`config.mk`:
```
export PLATFORM = sky130hd
export DESIGN_NAME = skit_ram
export DESIGN_NICKNAME = d
export VERILOG_FILES = /design/src/hw/rtl/skit_ram.sv
export SDC_FILE = /design/constraint.sdc
export NUM_CORES = 1
export LEC_CHECK = 0
export BUFFER_PORTS_ARGS = -buffer_cell sky130_fd_sc_hd__buf_2
export CORE_AREA = 2 2 228 230
export CTS_CLUSTER_DIAMETER = 50
export CTS_CLUSTER_SIZE = 14
export DETAILED_ROUTE_END_ITERATION = 7
export DIE_AREA = 0 0 230 232
export PLACE_DENSITY_LB_ADDON = 0.1
export SLEW_MARGIN = 20
export SYNTH_ARGS = -nofsm -noshare
export SYNTH_HDL_FRONTEND = slang
export SYNTH_SLANG_ARGS = --single-unit
```
`constraint.sdc`:
```
create_clock -name clk -period 2.2 [get_ports clk]
set_input_delay 0.22 -clock clk [delete_from_list [all_inputs] [get_ports clk]]
set_output_delay 0.22 -clock clk [all_outputs]
set_load 0.03 [all_outputs]
```
`src/hw/rtl/skit_ram.sv`:
```
// Generic simple dual-port RAM with registered read.
module skit_ram #(
	parameter int WIDTH = 8,
	parameter int DEPTH = 64,
	localparam int AW = $clog2(DEPTH)
) (
	input  logic             clk,
	input  logic             wr_en,
	input  logic [AW-1:0]    wr_addr,
	input  logic [WIDTH-1:0] wr_data,
	input  logic             rd_en,
	input  logic [AW-1:0]    rd_addr,
	output logic [WIDTH-1:0] rd_data
);
	logic [WIDTH-1:0] mem [DEPTH];

	always_ff @(posedge clk) begin
		if (wr_en) begin
			mem[wr_addr] <= wr_data;
		end
		if (rd_en) begin
			rd_data <= mem[rd_addr];
		end
	end
endmodule

```
==> summary by stage <==
Outcome
The flow ran to the end, and the final reports show no timing, DRC or antenna violations.

Yosys
The distinct cell type count of the synthesized netlist is 39. Synthesis handed over a netlist of 940 instances. The synthesized design contains 520 register bits. When the netlist entered floorplanning its net count stood at 963.

Among all flip-flop cells after synthesis, the most frequent one is sky130_fd_sc_hd__edfxtp_1. The share of synthesized area occupied by flip-flops and latches is 0.771. Of the post-synthesis cell area, the dominant cell type holds 0.771.

By area the synthesized netlist is led by sky130_fd_sc_hd__edfxtp_1, sky130_fd_sc_hd__mux4_2, sky130_fd_sc_hd__nor2_1, sky130_fd_sc_hd__mux2i_1, sky130_fd_sc_hd__mux2_2. The mean instance size in the synthesized netlist is around 22 um^2. The biggest area contributor in the post-synthesis netlist is sky130_fd_sc_hd__edfxtp_1.

The share of synthesized registers carrying an async set or reset is 0. Counting flops with a built-in enable in the synthesized netlist gives 520. The most frequently used cell type in the post-synthesis netlist is sky130_fd_sc_hd__edfxtp_1. The Yosys step of the flow raised 0 warnings. In the synthesized netlist, the cells that appear most often are sky130_fd_sc_hd__edfxtp_1, sky130_fd_sc_hd__mux4_2, sky130_fd_sc_hd__nor2_1, sky130_fd_sc_hd__mux2i_1, sky130_fd_sc_hd__nand2_1.

After synthesis the cells add up to 0.0202 mm^2.

Timing
The max-slew violation count is 0. The final count of hold timing violations is 0. Clock skew on the completed layout was measured at about 0.024 ns.

Setup repair after global routing left no endpoint under its margin. The post-layout minimum cycle time is around 2.1 ns. Of the available clock period, the critical path in the final layout requires 0.958. The maximum clock rate is 475 MHz.

The total setup violations reported at the end of the flow is 0. The worst slew margin relative to its limit is 0.463. The actual transition at the worst max-transition pin is between 0.8 and 0.9 ns.

Placement
The count of input and output buffers is 30. The HPWL reported at the end of detailed placement is 32.7 mm. The placed standard-cell area is 0.0224 mm^2. The congestion estimate from routability-driven global placement came to ~0.76.

In this run, placement finished with an instance count of 1759.

Layout
Once layout is complete, the cells apart from fillers number 1846. The number of filler instances in the final layout is 4285. In the final layout, the multi-input gates occupy 0.00433 mm^2. 0 antenna diodes ended up in the layout. In the final layout, the share of cells above drive strength 1 is 0.347. Once layout is complete, the utilization of the core stands at 0.472. After the last flow step, the layout net total stands at 1156. Compared with the post-synthesis result, the final layout area differs by 18.6%. The combined flip-flop and latch cell area is 0.0156 mm^2. The finished cells cover 0.0240 mm^2.

GRT
The fraction of met1 tracks used by global routing is 0.265. The routing usage on met2 is 0.298. The number of global-route vias before repair is approximately 10000.

For this run the aggregate overflow at the end of global routing stands at 0. In this run the most used layer during global routing was met2. The met3 demand-to-capacity share in global routing is 0.0413. Entering global routing, the biggest net connects 65 pins. Across every metal layer, demand over resource in global routing totals 0.189.

The number of antenna violations at the first check in global routing came to 2. The first-pass GRT wire length is roughly 70 mm.

Clocking
The later pin in the worst-skew pair is clocked with a latency of about 0.6 ns. The count of clock tree sinks is 520. The tree is rooted in a sky130_fd_sc_hd__clkbuf_16. The H-tree level count is 2.

After clock tree synthesis, the setup repair step added 0 buffers. The number of buffers created by CTS is 51. TritonCTS built the clock tree. The maximum buffer depth of the clock tree is 3. After clock tree synthesis, the clock-pin slew on the worst setup and hold paths is around 0.060 ns.

Floorplanning
The die boundary width is 230 um. The region available for standard cell placement spans 0.0509 mm^2. The total die area is 0.0534 mm^2. 31 I/O pins were placed.

The initialized floorplan defines 83 standard-cell rows. The height of the chip is 232 um. The initial standard-cell utilization of the core is 0.398.

Worst hold path
The startpoint of the tightest hold check path is wr_data[6]. The worst min-delay path category is in -> reg.

Setup path
The worst endpoint required time is 2.54 ns. The startpoint of the most critical setup path is mem[21][6]. The largest single stage delay on the critical path is 0.49 ns. The critical path is of the reg -> reg type. Walking the worst path, the cells encountered are mux4_2 > mux2_2 > o221a_2 > nor3_2 > buf_4 > o32ai_1. The slowest stage of the critical path belongs to the cell sky130_fd_sc_hd__mux4_2. The biggest fanout along the worst timing path is 1. STA puts the critical path data arrival time at 2.44 ns. The worst setup path is captured at a flop.

The nature of the critical path startpoint is a flop. The source of the worst register-to-register timing path is mem[21][6].

Detailed routing
The antenna violation net count after detailed routing is 0. The detailed router finished its first iteration with between 900 and 1000 violations. The via total after detailed routing is approximately 9800. Using the TritonRoute via totals, the vias-per-cell ratio works out to ~5.3. The average wire per standard cell is 26.4 um. The total wire length after detailed routing is roughly 49 mm. The pre-antenna-repair detailed-routing pass consisted of 7 iterations. The post-route DRC violation count is 0.

Pwr
Dividing total power by cell area gives a power density of 863 mW/mm^2. The static power due to leakage is 7.77 nW. The worst-case vdd ir drop is 0.000528 V.

Run
The max-capacitance violation count is 0.
[layout by cell type (no fill, tap or decap), types with 14 or more instances in the layout]
| cell type | instances |
|---|---|
| sky130_fd_sc_hd__edfxtp_1 | 520 |
| sky130_fd_sc_hd__buf_4 | 143 |
| sky130_fd_sc_hd__mux4_2 | 126 |
| sky130_fd_sc_hd__nor2_1 | 83 |
| sky130_fd_sc_hd__clkbuf_16 | 52 |
| sky130_fd_sc_hd__buf_2 | 27 |
| sky130_fd_sc_hd__mux2i_1 | 23 |
| sky130_fd_sc_hd__nand2_1 | 19 |
| sky130_fd_sc_hd__buf_12 | 19 |
| sky130_fd_sc_hd__nor2b_1 | 14 |
[per-layer routing]
layer  vias to the layer above  routed length [um]
li1                       4323                   -
met4                         4                1440
met3                        83                2810
met2                       234               22900
met5                         -                  18
met1                      5193               21600
[cell families after synthesis]
logic type      share of synthesized area
compound gates                     0.0206
buf+inv                            0.0156
flops                               0.771
mux                                 0.159
simple gates                       0.0337
[repair_timing]
item	in CTS	in global routing
endpoints found under the setup margin	0	2
hold endpoints to repair	7	0
hold buffers	1	0
resized for setup	0	2
[layout make-up]
type                    count  area share
clock buffers              55      0.0546
clock inverters            31      0.0126
multi-input cells         369       0.180
flip-flops and latches    520       0.650
well taps                 680      0.0354
repair buffers            191      0.0671
[worst max-delay path, delay by kind of cell (launching register included)]
family          cells  cell delay (ns)
compound gates      2             0.37
buf+inv             1             0.15
flops               1             0.36
mux                 2             0.80
simple gates        1             0.17
[power breakdown]
group          switching, mW  internal (mW)
clock network           3.74           4.80
logic                  0.686          0.496
registers             0.0307           11.0
[stage by stage]
| stage | setup WS [ns] | total power, mW | hold slack [ns] | TNS (ns) |
|---|---|---|---|---|
| 4_1_cts | 0.0293 | 21.0 | 0.0693 | 0 |
| 5_1_grt | 0.0280 | 21.4 | 0.0869 | 0 |
| 6_report | 0.0934 | 20.7 | 0.0888 | 0 |
| 2_1_floorplan | 0.174 | 11.8 | 0.319 | 0 |
| 3_5_place_dp | -0.323 | 12.4 | 0.623 | -1.79 |
| 3_3_place_gp | -0.307 | 12.4 | 0.627 | -1.62 |
[state kept, by name (all words and copies together) (netlist names)]
name     flops
rd_data      8
mem        512
[final timing paths]
| path | to | slack, ns | depth (start not counted) |
|---|---|---|---|
| worst min-delay path | mem[61][6] | 0.09 | 1 |
| worst max register to register | rd_data[6] | 0.09 | 6 |
| worst max-delay path | rd_data[6] | 0.09 | 6 |
| worst min register to register | rd_data[4] | 0.94 | 3 |
(Power assumes the default switching activity.)
